==> config.mk <==
export PLATFORM = sky130hd
export DESIGN_NAME = md4_hash_engine
export DESIGN_NICKNAME = d
export VERILOG_FILES = /design/src/design/md4_pkg.sv /design/src/design/md4_front.sv /design/src/design/md4_back.sv /design/src/design/md4_hash_engine.sv
export VERILOG_INCLUDE_DIRS = /design/src /design/src/design
export SDC_FILE = /design/constraint.sdc
export NUM_CORES = 2
export LEC_CHECK = 0
export BUFFER_PORTS_ARGS = -buffer_cell sky130_fd_sc_hd__buf_2
export CAP_MARGIN = 20
export CORE_MARGIN = 3
export CORE_UTILIZATION = 65
export CTS_CLUSTER_SIZE = 8
export DETAILED_ROUTE_END_ITERATION = 7
export PLACE_DENSITY = 0.88
export SLEW_MARGIN = 20
export SYNTH_ARGS = -nofsm -noshare
export SYNTH_HDL_FRONTEND = slang
export SYNTH_SLANG_ARGS = --single-unit
==> constraint.sdc <==
create_clock -name clk -period 12.01 [get_ports clk]
set_input_delay 1.8015 -clock clk [delete_from_list [all_inputs] [get_ports clk]]
set_output_delay 1.8015 -clock clk [all_outputs]
set_load 0.1 [all_outputs]
==> src/design/md4_hash_engine_assert.svh <==
// ----------------------------------------------------------------------------
// md4_hash_engine_assert.svh
// Assertion macros used by the MD4 engine back end. Each macro expects the
// signals clk and arst_n to be visible where it is used.
// ----------------------------------------------------------------------------
`ifndef MD4_HASH_ENGINE_ASSERT_SVH
`define MD4_HASH_ENGINE_ASSERT_SVH

// Same-cycle implication, checked out of reset.
`define MD4_ASSERT_NOW(label, ante, cons, msg) \
	label: assert property (@(posedge clk) disable iff (!arst_n) (ante) |-> (cons)) \
		else $error(msg);

// Next-cycle implication, checked out of reset.
`define MD4_ASSERT_NEXT(label, ante, cons, msg) \
	label: assert property (@(posedge clk) disable iff (!arst_n) (ante) |=> (cons)) \
		else $error(msg);

`endif

==> src/design/md4_pkg.sv <==
// ----------------------------------------------------------------------------
// md4_pkg
// Shared types, constants and step functions of the MD4 hash engine.
// ----------------------------------------------------------------------------
package md4_pkg;

	// Chaining word initial values and round constants
	localparam logic [31:0] INIT_A   = 32'h67452301;
	localparam logic [31:0] INIT_B   = 32'hefcdab89;
	localparam logic [31:0] INIT_C   = 32'h98badcfe;
	localparam logic [31:0] INIT_D   = 32'h10325476;
	localparam logic [31:0] K_ROUND2 = 32'h5a827999;
	localparam logic [31:0] K_ROUND3 = 32'h6ed9eba1;
	localparam logic [7:0]  PAD_BYTE = 8'h80;

	// Default depth of the command queue between front and back
	localparam int QUEUE_DEPTH = 4;

	// Input transaction
	typedef struct packed {
		logic       command;
		logic [7:0] data_byte;
	} md4_in_t;

	// Output transaction
	typedef struct packed {
		logic [31:0] digest_word_0;
		logic [31:0] digest_word_1;
		logic [31:0] digest_word_2;
		logic [31:0] digest_word_3;
	} md4_out_t;

	// Item class decided by the front end
	typedef enum logic {
		KIND_ABSORB = 1'b0,
		KIND_FINISH = 1'b1
	} md4_kind_t;

	// Queue entry
	typedef struct packed {
		md4_kind_t  kind;
		logic [7:0] data_byte;
	} md4_entry_t;

	// Message word used by a step: straight, column order, bit-reversed order
	function automatic logic [3:0] word_index(input logic [5:0] step);
		logic [3:0] idx;
		idx = step[3:0];
		case (step[5:4])
			2'd0: word_index = idx;
			2'd1: word_index = {idx[1:0], idx[3:2]};
			2'd2: word_index = {idx[0], idx[1], idx[2], idx[3]};
			default: word_index = idx;
		endcase
	endfunction

	// Left rotation amount of a step
	function automatic logic [4:0] rot_amount(input logic [5:0] step);
		logic [3:0] key;
		key = {step[5:4], step[1:0]};
		case (key)
			4'b0000: rot_amount = 5'd3;
			4'b0001: rot_amount = 5'd7;
			4'b0010: rot_amount = 5'd11;
			4'b0011: rot_amount = 5'd19;
			4'b0100: rot_amount = 5'd3;
			4'b0101: rot_amount = 5'd5;
			4'b0110: rot_amount = 5'd9;
			4'b0111: rot_amount = 5'd13;
			4'b1000: rot_amount = 5'd3;
			4'b1001: rot_amount = 5'd9;
			4'b1010: rot_amount = 5'd11;
			4'b1011: rot_amount = 5'd15;
			default: rot_amount = 5'd3;
		endcase
	endfunction

	// Round function plus round constant
	function automatic logic [31:0] round_mix(input logic [1:0] round,
		input logic [31:0] x, input logic [31:0] y, input logic [31:0] z);
		case (round)
			2'd0: round_mix = (x & y) | (~x & z);
			2'd1: round_mix = ((x & y) | (x & z) | (y & z)) + K_ROUND2;
			default: round_mix = (x ^ y ^ z) + K_ROUND3;
		endcase
	endfunction

	// Rotate left by a nonzero amount
	function automatic logic [31:0] rotl32(input logic [31:0] x, input logic [4:0] s);
		logic [63:0] wide;
		wide = {x, x} << s;
		rotl32 = wide[63:32];
	endfunction

endpackage

==> src/design/md4_front.sv <==
// ----------------------------------------------------------------------------
// md4_front
// Accepts command transactions, classifies them and holds them in a short
// queue until the back end takes them.
// ----------------------------------------------------------------------------
module md4_front #(
	parameter int DEPTH = md4_pkg::QUEUE_DEPTH
) (
	input  logic                clk,
	input  logic                arst_n,
	input  logic                cmd_valid,
	output logic                cmd_ready,
	input  md4_pkg::md4_in_t    cmd,
	output logic                q_valid,
	output md4_pkg::md4_entry_t q_entry,
	input  logic                q_pop
);
	import md4_pkg::*;

	localparam int PTR_W = $clog2(DEPTH);
	localparam int CNT_W = $clog2(DEPTH + 1);

	md4_entry_t             queue_q [DEPTH];
	logic       [PTR_W-1:0] wr_ptr_q;
	logic       [PTR_W-1:0] rd_ptr_q;
	logic       [CNT_W-1:0] count_q;
	logic                   push;
	logic                   pop;
	md4_entry_t             entry_in;

	// Classify the incoming transaction
	always_comb begin
		entry_in.kind      = cmd.command ? KIND_FINISH : KIND_ABSORB;
		entry_in.data_byte = cmd.data_byte;
	end

	assign cmd_ready = (count_q != CNT_W'(DEPTH));
	assign push      = cmd_valid && cmd_ready;
	assign q_valid   = (count_q != '0);
	assign pop       = q_pop && q_valid;
	assign q_entry   = queue_q[rd_ptr_q];

	// Advance pointers and occupancy
	always_ff @(posedge clk or negedge arst_n) begin
		if (!arst_n) begin
			wr_ptr_q <= '0;
			rd_ptr_q <= '0;
			count_q  <= '0;
		end else begin
			if (push) begin
				wr_ptr_q <= (wr_ptr_q == PTR_W'(DEPTH - 1)) ? '0 : wr_ptr_q + 1'b1;
			end
			if (pop) begin
				rd_ptr_q <= (rd_ptr_q == PTR_W'(DEPTH - 1)) ? '0 : rd_ptr_q + 1'b1;
			end
			if (push && !pop) begin
				count_q <= count_q + 1'b1;
			end else if (pop && !push) begin
				count_q <= count_q - 1'b1;
			end
		end
	end

	// Store the entry
	always_ff @(posedge clk) begin
		if (push) begin
			queue_q[wr_ptr_q] <= entry_in;
		end
	end

endmodule

==> src/design/md4_back.sv <==
// ----------------------------------------------------------------------------
// md4_back
// Block buffer, padding sequencer and 48-step compression loop. Holds the
// chaining words and drives the digest output register.
// ----------------------------------------------------------------------------
`include "md4_hash_engine_assert.svh"

module md4_back (
	input  logic                clk,
	input  logic                arst_n,
	input  logic                q_valid,
	input  md4_pkg::md4_entry_t q_entry,
	output logic                q_pop,
	output logic                digest_valid,
	input  logic                digest_ready,
	output md4_pkg::md4_out_t   digest
);
	import md4_pkg::*;

	typedef enum logic [6:0] {
		S_IDLE = 7'b0000001,
		S_PAD  = 7'b0000010,
		S_LEN  = 7'b0000100,
		S_LOAD = 7'b0001000,
		S_COMP = 7'b0010000,
		S_DONE = 7'b0100000,
		S_EMIT = 7'b1000000
	} md4_state_t;

	typedef enum logic [2:0] {
		PH_DATA = 3'b001,
		PH_PAD  = 3'b010,
		PH_LEN  = 3'b100
	} md4_phase_t;

	md4_state_t  state_q;
	md4_phase_t  phase_q;
	logic [5:0]  fill_q;
	logic [63:0] bit_len_q;
	logic        pad_first_q;
	logic [5:0]  step_q;
	logic [31:0] chain_q [4];
	logic        out_valid_q;

	logic [63:0] len_q;
	logic [31:0] word_q;
	logic [31:0] mem [16];
	logic [31:0] w_q;
	logic [31:0] a_q, b_q, c_q, d_q;
	md4_out_t    digest_q;

	logic        push_en;
	logic [7:0]  push_val;
	logic [3:0]  rd_addr;
	logic [31:0] step_sum;
	logic [31:0] a_next;
	logic        emit_load;

	// Select the byte going into the block buffer
	always_comb begin
		push_en  = 1'b0;
		push_val = '0;
		case (state_q)
			S_IDLE: begin
				if (q_valid && q_entry.kind == KIND_ABSORB) begin
					push_en  = 1'b1;
					push_val = q_entry.data_byte;
				end
			end
			S_PAD: begin
				push_en  = 1'b1;
				push_val = pad_first_q ? PAD_BYTE : 8'h00;
			end
			S_LEN: begin
				push_en  = 1'b1;
				push_val = len_q[7:0];
			end
			default: begin
				push_en = 1'b0;
			end
		endcase
	end

	assign q_pop = (state_q == S_IDLE) && q_valid;

	// Prefetch the message word of the next step
	always_comb begin
		case (state_q)
			S_LOAD:  rd_addr = word_index(6'd0);
			S_COMP:  rd_addr = word_index(step_q + 6'd1);
			default: rd_addr = '0;
		endcase
	end

	// One compression step
	assign step_sum = a_q + round_mix(step_q[5:4], b_q, c_q, d_q) + w_q;
	assign a_next   = rotl32(step_sum, rot_amount(step_q));

	assign emit_load = (state_q == S_EMIT) && (!out_valid_q || digest_ready);

	// Sequence bytes, padding, compression and digest hand-off
	always_ff @(posedge clk or negedge arst_n) begin
		if (!arst_n) begin
			state_q     <= S_IDLE;
			phase_q     <= PH_DATA;
			fill_q      <= '0;
			bit_len_q   <= '0;
			pad_first_q <= 1'b0;
			step_q      <= '0;
			chain_q[0]  <= INIT_A;
			chain_q[1]  <= INIT_B;
			chain_q[2]  <= INIT_C;
			chain_q[3]  <= INIT_D;
			out_valid_q <= 1'b0;
		end else begin
			if (emit_load) begin
				out_valid_q <= 1'b1;
			end else if (digest_ready) begin
				out_valid_q <= 1'b0;
			end
			case (state_q)
				S_IDLE: begin
					if (q_valid) begin
						if (q_entry.kind == KIND_ABSORB) begin
							bit_len_q <= bit_len_q + 64'd8;
							fill_q    <= fill_q + 6'd1;
							if (fill_q == 6'd63) begin
								state_q <= S_LOAD;
							end
						end else begin
							phase_q     <= PH_PAD;
							pad_first_q <= 1'b1;
							state_q     <= S_PAD;
						end
					end
				end
				S_PAD: begin
					fill_q      <= fill_q + 6'd1;
					pad_first_q <= 1'b0;
					if (fill_q == 6'd63) begin
						state_q <= S_LOAD;
					end else if (fill_q == 6'd55) begin
						phase_q <= PH_LEN;
						state_q <= S_LEN;
					end
				end
				S_LEN: begin
					fill_q <= fill_q + 6'd1;
					if (fill_q == 6'd63) begin
						state_q <= S_LOAD;
					end
				end
				S_LOAD: begin
					step_q  <= '0;
					state_q <= S_COMP;
				end
				S_COMP: begin
					step_q <= step_q + 6'd1;
					if (step_q == 6'd47) begin
						state_q <= S_DONE;
					end
				end
				S_DONE: begin
					chain_q[0] <= chain_q[0] + a_q;
					chain_q[1] <= chain_q[1] + b_q;
					chain_q[2] <= chain_q[2] + c_q;
					chain_q[3] <= chain_q[3] + d_q;
					case (phase_q)
						PH_PAD:  state_q <= S_PAD;
						PH_LEN:  state_q <= S_EMIT;
						default: state_q <= S_IDLE;
					endcase
				end
				S_EMIT: begin
					if (emit_load) begin
						chain_q[0]  <= INIT_A;
						chain_q[1]  <= INIT_B;
						chain_q[2]  <= INIT_C;
						chain_q[3]  <= INIT_D;
						bit_len_q   <= '0;
						phase_q     <= PH_DATA;
						state_q     <= S_IDLE;
					end
				end
				default: begin
					state_q <= S_IDLE;
				end
			endcase
		end
	end

	// Datapath: word packing, length shifter, working variables, digest
	always_ff @(posedge clk) begin
		if (push_en) begin
			word_q <= {push_val, word_q[31:8]};
		end
		if (q_pop && q_entry.kind == KIND_FINISH) begin
			len_q <= bit_len_q;
		end else if (state_q == S_LEN) begin
			len_q <= {8'h00, len_q[63:8]};
		end
		if (state_q == S_LOAD) begin
			a_q <= chain_q[0];
			b_q <= chain_q[1];
			c_q <= chain_q[2];
			d_q <= chain_q[3];
		end else if (state_q == S_COMP) begin
			a_q <= d_q;
			b_q <= a_next;
			c_q <= b_q;
			d_q <= c_q;
		end
		if (emit_load) begin
			digest_q.digest_word_0 <= chain_q[0];
			digest_q.digest_word_1 <= chain_q[1];
			digest_q.digest_word_2 <= chain_q[2];
			digest_q.digest_word_3 <= chain_q[3];
		end
	end

	// Block buffer: write a packed word every fourth byte, registered read
	always_ff @(posedge clk) begin
		if (push_en && fill_q[1:0] == 2'd3) begin
			mem[fill_q[5:2]] <= {push_val, word_q[31:8]};
		end
		w_q <= mem[rd_addr];
	end

	assign digest_valid = out_valid_q;
	assign digest       = digest_q;

	`MD4_ASSERT_NOW(a_load_block_full, state_q == S_LOAD, fill_q == 6'd0, "compression started on a partial block")
	`MD4_ASSERT_NEXT(a_comp_exit, (state_q == S_COMP) && (step_q == 6'd47), state_q == S_DONE, "compression did not end after 48 steps")
	`MD4_ASSERT_NOW(a_len_window, state_q == S_LEN, fill_q >= 6'd56, "length bytes written outside the last eight bytes")
	`MD4_ASSERT_NEXT(a_emit_clears, emit_load, (fill_q == 6'd0) && (bit_len_q == 64'd0), "engine not returned to start of message after digest")

endmodule

==> src/design/md4_hash_engine.sv <==
// ----------------------------------------------------------------------------
// md4_hash_engine
// Byte-serial MD4 message digest. Absorb transactions append message bytes;
// a finish transaction pads, compresses and returns the 128-bit digest.
// ----------------------------------------------------------------------------
//  channel  direction  payload     handshake
//  cmd      in         md4_in_t    cmd_valid / cmd_ready
//  digest   out        md4_out_t   digest_valid / digest_ready
//
//  The back end takes absorb bytes from the queue while idle; every 64th byte
//  starts a word prefetch, 48 compression steps and a chaining add on the shared
//  step unit, during which the command queue keeps accepting while it has room.
//  A finish leaves the queue, then 9 to 72 padding/length bytes are written,
//  with one or two compressions, and the digest register is loaded.
//  Reset clears the control state and loads the MD4 initial chaining words.
//  A stalled digest holds the back end only once a second digest is ready.
// ----------------------------------------------------------------------------
module md4_hash_engine #(
	parameter int QUEUE_DEPTH = md4_pkg::QUEUE_DEPTH
) (
	input  logic              clk,
	input  logic              arst_n,
	input  logic              cmd_valid,
	output logic              cmd_ready,
	input  md4_pkg::md4_in_t  cmd,
	output logic              digest_valid,
	input  logic              digest_ready,
	output md4_pkg::md4_out_t digest
);
	import md4_pkg::*;

	logic       q_valid;
	logic       q_pop;
	md4_entry_t q_entry;

	// Front end: accept and queue commands
	md4_front #(
		.DEPTH(QUEUE_DEPTH)
	) u_front (
		.clk      (clk),
		.arst_n   (arst_n),
		.cmd_valid(cmd_valid),
		.cmd_ready(cmd_ready),
		.cmd      (cmd),
		.q_valid  (q_valid),
		.q_entry  (q_entry),
		.q_pop    (q_pop)
	);

	// Back end: buffer, pad, compress, emit
	md4_back u_back (
		.clk         (clk),
		.arst_n      (arst_n),
		.q_valid     (q_valid),
		.q_entry     (q_entry),
		.q_pop       (q_pop),
		.digest_valid(digest_valid),
		.digest_ready(digest_ready),
		.digest      (digest)
	);

endmodule

=== Yosys cells after proc, flatten, opt, wreduce, memory -nomap -nowiden ===
Memory sizes are Yosys's and may differ from the RTL's. A register that Yosys moved wholly into a read port is not among the register bits.
Cells that the tools add are included.

* Register bits after elaboration: 575
* Bits in writable memories: 548
* Bits in read-only memories: 64
* Input port bits: 13
* Output and inout bits: 130
* Word-level logic and storage cells: 169
* Memories kept: 3

* $add $sub $neg: 15
* Eq/ne operators: 27
* Shifts and indexed selects: 1
* Multiplexer cells: 57
* Bitwise operators: 11
* Reductions and logical operators: 31

{| class="wikitable"
|+ Memories
! name !! depth !! bits a word !! rd ports !! clocked after Yosys merged registers in !! write ports !! line !! source
|-
| u_back.mem || 16 || 32 || 1 || 1 || 1 || md4_back.sv:47 || <nowiki>logic [31:0] mem [16];</nowiki>
|-
| (no name shown) || 16 || 4 || 1 || 0 || 0 || md4_pkg.sv:61 || <nowiki>case (key)</nowiki>
|-
| u_front.queue_q || 4 || 9 || 1 || 0 || 1 || md4_front.sv:23 || <nowiki>md4_entry_t queue_q [DEPTH];</nowiki>
|}

{| class="wikitable"
|+ Operators by type and width
! operator !! count
|-
| 2-to-1 mux 64 bit || 5
|-
| 2-to-1 mux 32 bit || 8
|-
| one-hot mux 128 bit (2 select lines) || 1
|-
| adder 32 bit || 6
|-
| AND 32 bit || 4
|-
| 2-to-1 mux 128 bit || 1
|-
| one-hot mux 64 bit (2 select lines) || 1
|-
| OR 32 bit || 3
|-
| adder 32 x 31 -> 32 bit (second input constant) || 2
|-
| adder 64 x 4 -> 64 bit (second input constant) || 1
|-
| one-hot mux 32 bit (2 select lines) || 1
|-
| << shifter 64 x 5 -> 64 bit || 1
|-
| XOR 32 bit || 2
|-
| 2-to-1 mux 7 bit || 7
|-
| one-hot mux 7 bit (7 select lines) || 1
|-
| inverter 32 bit || 1
|-
| one-hot mux 6 bit (2 select lines) || 2
|-
| one-hot mux 8 bit (3 select lines) || 1
|-
| 2-to-1 mux 3 bit || 7
|-
| equality test 6 bit (second input constant) || 3
|-
| 2-to-1 mux 8 bit || 2
|-
| nonzero test 2 bit || 8
|-
| one-hot mux 7 bit (2 select lines) || 1
|-
| adder 6 x 1 -> 6 bit (second input constant) || 2
|-
| other kinds (36) || 71
|}

=== Logic depth before layout (Yosys ltp) ===
* Word-level depth: 10
* Gate-level depth with buffers: 28
* Depth with buffers taken out: 27

=== Cells and area by module ===
A second synthesis with hierarchy kept.

* Cells, all modules: 4,976
* Area total of the unflattened synthesis: 56,437.9 µm²

{| class="wikitable"
|+ By module, submodules not included
! module !! times used !! cells each !! area each (µm²) !! seq. area each (µm²)
|-
| md4_back || 1 || 4,893 || 54,701.2 || 31,758.0
|-
| md4_front || 1 || 83 || 1,736.7 || 1,256.2
|}

=== Worst setup path after synthesis ===
Ideal clock, no wire load.

* Path type: input-to-reg
* Start: input digest_ready
* End: register u_back.digest_q, in the netlist u_back.digest[0], enable pin
* Library setup time: 0.542 ns
* Arrival: 6.196 ns
* Required time: 11.468 ns
* Path slack: 5.272 ns
* Cell stages on the path: 5
* Path buffers: 2
* Path through: nor2b_1 > or3_1 > inv_1 > clkbuf_1 > clkbuf_1

* Word-level cells in the longest chain between the ends: 2

{| class="wikitable"
|+ Ends and longest elaborated chain
! item !! line !! source
|-
| start: declaration || md4_hash_engine.sv:27 || <nowiki>input logic digest_ready,</nowiki>
|-
| logical OR 1 bit || md4_back.sv:99 || <nowiki>assign emit_load = (state_q == S_EMIT) && (!out_valid_q || digest_ready);</nowiki>
|-
| logical AND 1 bit || md4_back.sv:99 ||
|-
| named net u_back.emit_load || md4_back.sv:57 || <nowiki>logic emit_load;</nowiki>
|-
| end: declaration || md4_back.sv:50 || <nowiki>md4_out_t digest_q;</nowiki>
|}

The timed path passes the listed nets, and every way through them passes these cells.
A chain may end at the register's enable or synchronous reset.

=== Worst setup path in the final report ===
* Start: register u_back.d_q[0]
* End: register u_back.b_q[22] (data pin)

* Word-level cells in the longest chain between the ends: 10
* Elaborated cells between the ends (all ways): 15
* Classes of those cells: add/sub: 4; shift: 1; mux: 3; bitwise: 7

{| class="wikitable"
|+ Ends and longest elaborated chain
! item !! line !! source
|-
| start: declaration || md4_back.sv:49 || <nowiki>logic [31:0] a_q, b_q, c_q, d_q;</nowiki>
|-
| start signal: assignment || md4_back.sv:206 || <nowiki>d_q <= chain_q[3];</nowiki>
|-
| start signal: assignment || md4_back.sv:211 || <nowiki>d_q <= c_q;</nowiki>
|-
| AND 32 bit || md4_pkg.sv:83 || <nowiki>2'd1: round_mix = ((x & y) | (x & z) | (y & z)) + K_ROUND2;</nowiki>
|-
| OR 32 bit (2 in a row) || md4_pkg.sv:83 ||
|-
| adder 32 x 31 -> 32 bit || md4_pkg.sv:83 ||
|-
| one-hot mux 32 bit (2 select lines) * || md4_pkg.sv:81 || <nowiki>case (round)</nowiki>
|-
| adder 32 bit * (2 in a row) || md4_back.sv:96 || <nowiki>assign step_sum = a_q + round_mix(step_q[5:4], b_q, c_q, d_q) + w_q;</nowiki>
|-
| << shifter 64 x 5 -> 64 bit * || md4_pkg.sv:91 || <nowiki>wide = {x, x} << s;</nowiki>
|-
| 2-to-1 mux 32 bit * || md4_back.sv:207 || <nowiki>end else if (state_q == S_COMP) begin</nowiki>
|-
| 2-to-1 mux 32 bit * || md4_back.sv:202 || <nowiki>if (state_q == S_LOAD) begin</nowiki>
|-
| end signal: assignment || md4_back.sv:204 || <nowiki>b_q <= chain_q[1];</nowiki>
|-
| end signal: assignment || md4_back.sv:209 || <nowiki>b_q <= a_next;</nowiki>
|-
| end: declaration || md4_back.sv:49 ||
|}

Every way passes the cells marked *; elsewhere a longest branch is shown, timed or not. The select of a mux whose other input is x is not followed.

==> out/results.ini <==
[status]
outcome = completed

[sta]
period_share_pct = 60.83
min_period_ps = 7306
hold_viol_final = 0
final.setup.tns_ps = 0
rsz0062_at_grt = no
setup_violations = 0
relSlewSlack_pct = 16.41
fmax_mhz = 136.9
drv_slew = 0
finClkSkew_ps = 49.70
hold_ws_ps = 494.8
worst_slew_pin_slew_ps = 1238
fin_ws_ps = 4704

[worst_setup_path]
worstSetupPathType = flip-flop to flip-flop
critPathCaptureType = flip-flop
critical_path.max_fanout = 6
cp.arrival_ps = 7910
cp_data_required_time_ps = 12610
cp-start-kind = flip-flop

[routing]
via_count = 44070
drtIter0Drc = 6046
wl_per_cell_um = 24.59
viasPerCell = 6.709
drc = 0
wl_met3_mm = 18.59
ant_nets = 0
wl_met2_mm = 75.79
drt-met1-wl_mm = 56.85
totalWireLength_mm = 161.5
top_layer = met5
drtPass1Iterations = 7

[cts]
cts_buffer_depth = 3
cts_buffers = 161
post_cts_resized = 0
clk_pin_slew_ps = 50
cts_tree = done
clock_sinks = 1144
postCtsSetupBuffers = 0
cts_root_buf = clkbuf_16
cts.hold.buffers_added = 0
clk_latency_ps = 780
htreeDepth = 4

[pwr]
combPwrFrac_pct = 10.1
switching_share_pct = 25.87
p_switching_mw = 2.758
p_per_area_nw_per_um2 = 167.0
clkPwrFrac_pct = 40.4
internal-power_mw = 7.901
power.share.sequential_pct = 49.4
ir_drop_uv = 205.8
leakagePower_nw = 25.24

[yosys]
ys_seq_area_share_pct = 57.83
synth_top_area_cell = edfxtp_1
yosys-top-cells-area = edfxtp_1 (47%), dfrtp_1 (6.8%), nand2_1 (6.5%)
synth_ff_type = edfxtp_1
yosys.cell_types.count = 95
synth_nets = 5418
synthArstFlopShare_pct = 19.23
synth_edf_count = 892
ys_seq_elements = 1144
synth-warning-count = 0
avgSynthCellArea_um2 = 11.05
synth_top_cell_area_share_pct = 46.92
syn-cell-area_um2 = 57090
syn_inst = 5165

[global_route]
gr-total-overflow = 0
antenna_found_initial = 2
grt_pass1_vias = 43363
grt_pass1_wl_mm = 248.0
track_usage_pct = 35.35
grt_start_max_net_pins = 145

[floorplan]
die_area_um2 = 91420
fp.dieH_um = 302.4
pin_count = 143
rows = 108
initial_utilization_pct = 65.71
die_x_um = 302.4
coreArea_um2 = 86890

[layout]
fill_cells = 5391
final_cell_mix = nand2_1 (993), edfxtp_1 (892), o21ai_0 (275)
syn2layout_area_growth_pct = 11.76
seqCellArea_um2 = 33020
antennaDiodeCount = 0
final_cells = 6569
drive_gt1_share_pct = 10.79
final_nets = 5534
final_common_cell = nand2_1
multi_input_area_um2 = 22550

[placement]
io_buffer_count = 142
dp_cells = 6273
dp_hpwl_mm = 98.46
place_congestion = 0.9971
pre_cts_slack_ps = 5005

[job]
drv_cap = 0

[hold_path]
hold_path_class = flip-flop to flip-flop

-- registers in the layout, indices dropped and copies added, names as in the netlist --
register	count
u_back.word_q	24
u_back.len_q	64
u_back.state_q	7
u_front.count_q	3
u_back.step_q	6
u_front.rd_ptr_q	2
u_front.wr_ptr_q	2
u_back.bit_len_q	61
u_back.pad_first_q	1
u_back.d_q	32
u_back.chain_q	128
u_back.digest	128
u_back.digest_valid	1
u_back.w_q	32
u_back.b_q	32
u_back.mem	512
u_front.queue_q	36
u_back.phase_q	3
u_back.fill_q	6
u_back.c_q	32
u_back.a_q	32
-- final timing paths --
path / startpoint / endpoint / slack, ps / cells after the start
min in group asynchronous: arst_n / u_back.chain_q[97]$_DFFE_PN0P_ / 1010 / 1
worst min-delay path: u_back.fill_q[0]$_DFFE_PN0P_ / u_back.fill_q[0]$_DFFE_PN0P_ / 490 / 1
worst max-delay path: u_back.d_q[0]$_DFFE_PP_ / u_back.b_q[22]$_DFFE_PP_ / 4700 / 24
worst min register to register: u_back.fill_q[0]$_DFFE_PN0P_ / u_back.fill_q[0]$_DFFE_PN0P_ / 490 / 1
max in group asynchronous: arst_n / u_back.bit_len_q[63]$_DFFE_PN0P_ / 9750 / 2
worst max register to register: u_back.d_q[0]$_DFFE_PP_ / u_back.b_q[22]$_DFFE_PP_ / 4700 / 24
-- worst max-delay path: stages, from the launching register on --
cell       delay [ps]
edfxtp_1          460
fa_1              580
ha_1              290
nand4b_1          140
a21boi_0          190
o21ai_0           520
a21oi_1           230
o311ai_1          490
a21boi_0          290
o21a_1            270
o21ai_0           170
o211ai_1          160
fa_1              510
inv_1              40
ha_1              360
a21o_1            240
a21o_1            190
a21oi_1           160
and3_1            230
a211oi_1           90
a211oi_1          220
xnor3_2           570
o211ai_1          370
o2111ai_1         180
a31oi_1           200
-- cell type report --
| type | instances | share of cell area [%] |
|---|---|---|
| Sequential cell | 1144 | 51.74 |
| Multi-Input combinational cell | 3560 | 35.35 |
| Clock buffer | 284 | 7.169 |
| Tap cell | 1155 | 2.265 |
| Timing Repair Buffer | 198 | 1.828 |
| Inverter | 216 | 1.286 |
| Clock inverter | 12 | 0.3628 |
-- layer usage --
layer	GRT usage, %	vias up
met3	7.328	662
li1	-	19042
met4	21.37	2
met5	0	-
met1	45.39	21203
met2	55.84	3161
-- power groups by stage --
stage / logic (mW) / registers [mW] / clock network, mW
floorplan: 0.753 / 5.19 / 0
global placement: 1.01 / 5.29 / 0
detailed placement: 1.05 / 5.32 / 0
CTS: 1.07 / 5.25 / 4.31
global route: 1.16 / 5.30 / 4.50
finish: 1.08 / 5.27 / 4.31
-- metrics by stage --
stage	util [%]	power [mW]	cell area, µm²
final	73.44	10.66	63810
after global routing	73.44	10.96	63810
after CTS	73.44	10.63	63810
after detailed placement	67.91	6.365	59000
after global placement	67.91	6.300	59000
after floorplan	-	5.938	57090
-- Yosys cell counts (28+ instances only) --
library cell  number
a311oi_1         105
fa_1              69
ha_1             171
nor2_1           258
edfxtp_1         892
a31oi_1           51
nand2b_1          44
mux2i_1           35
or3_1             35
dfxtp_1           32
xor2_1           114
o211ai_1          28
xnor2_1          108
o21ai_0          275
a21o_1            82
a21oi_1          255
inv_1            216
and3_1           110
dfstp_2           66
nand2_1          996
a211oi_1          77
dfrtp_1          154
clkbuf_1         212
nor3_1            74
mux2_2            60
nor2b_1           36
nand3_1          238
-- logic make-up after synthesis --
family / synth area share (%)
AND/OR/NAND/NOR: 14.74
flip-flops: 57.83
AO/OA/AOI/OAI: 12.62
buffers and inverters: 3.049
adder cells (fa/ha/maj): 6.167
XOR/XNOR: 3.447
multiplexers: 2.152
Note: power is estimated with default switching activity, not from simulation.
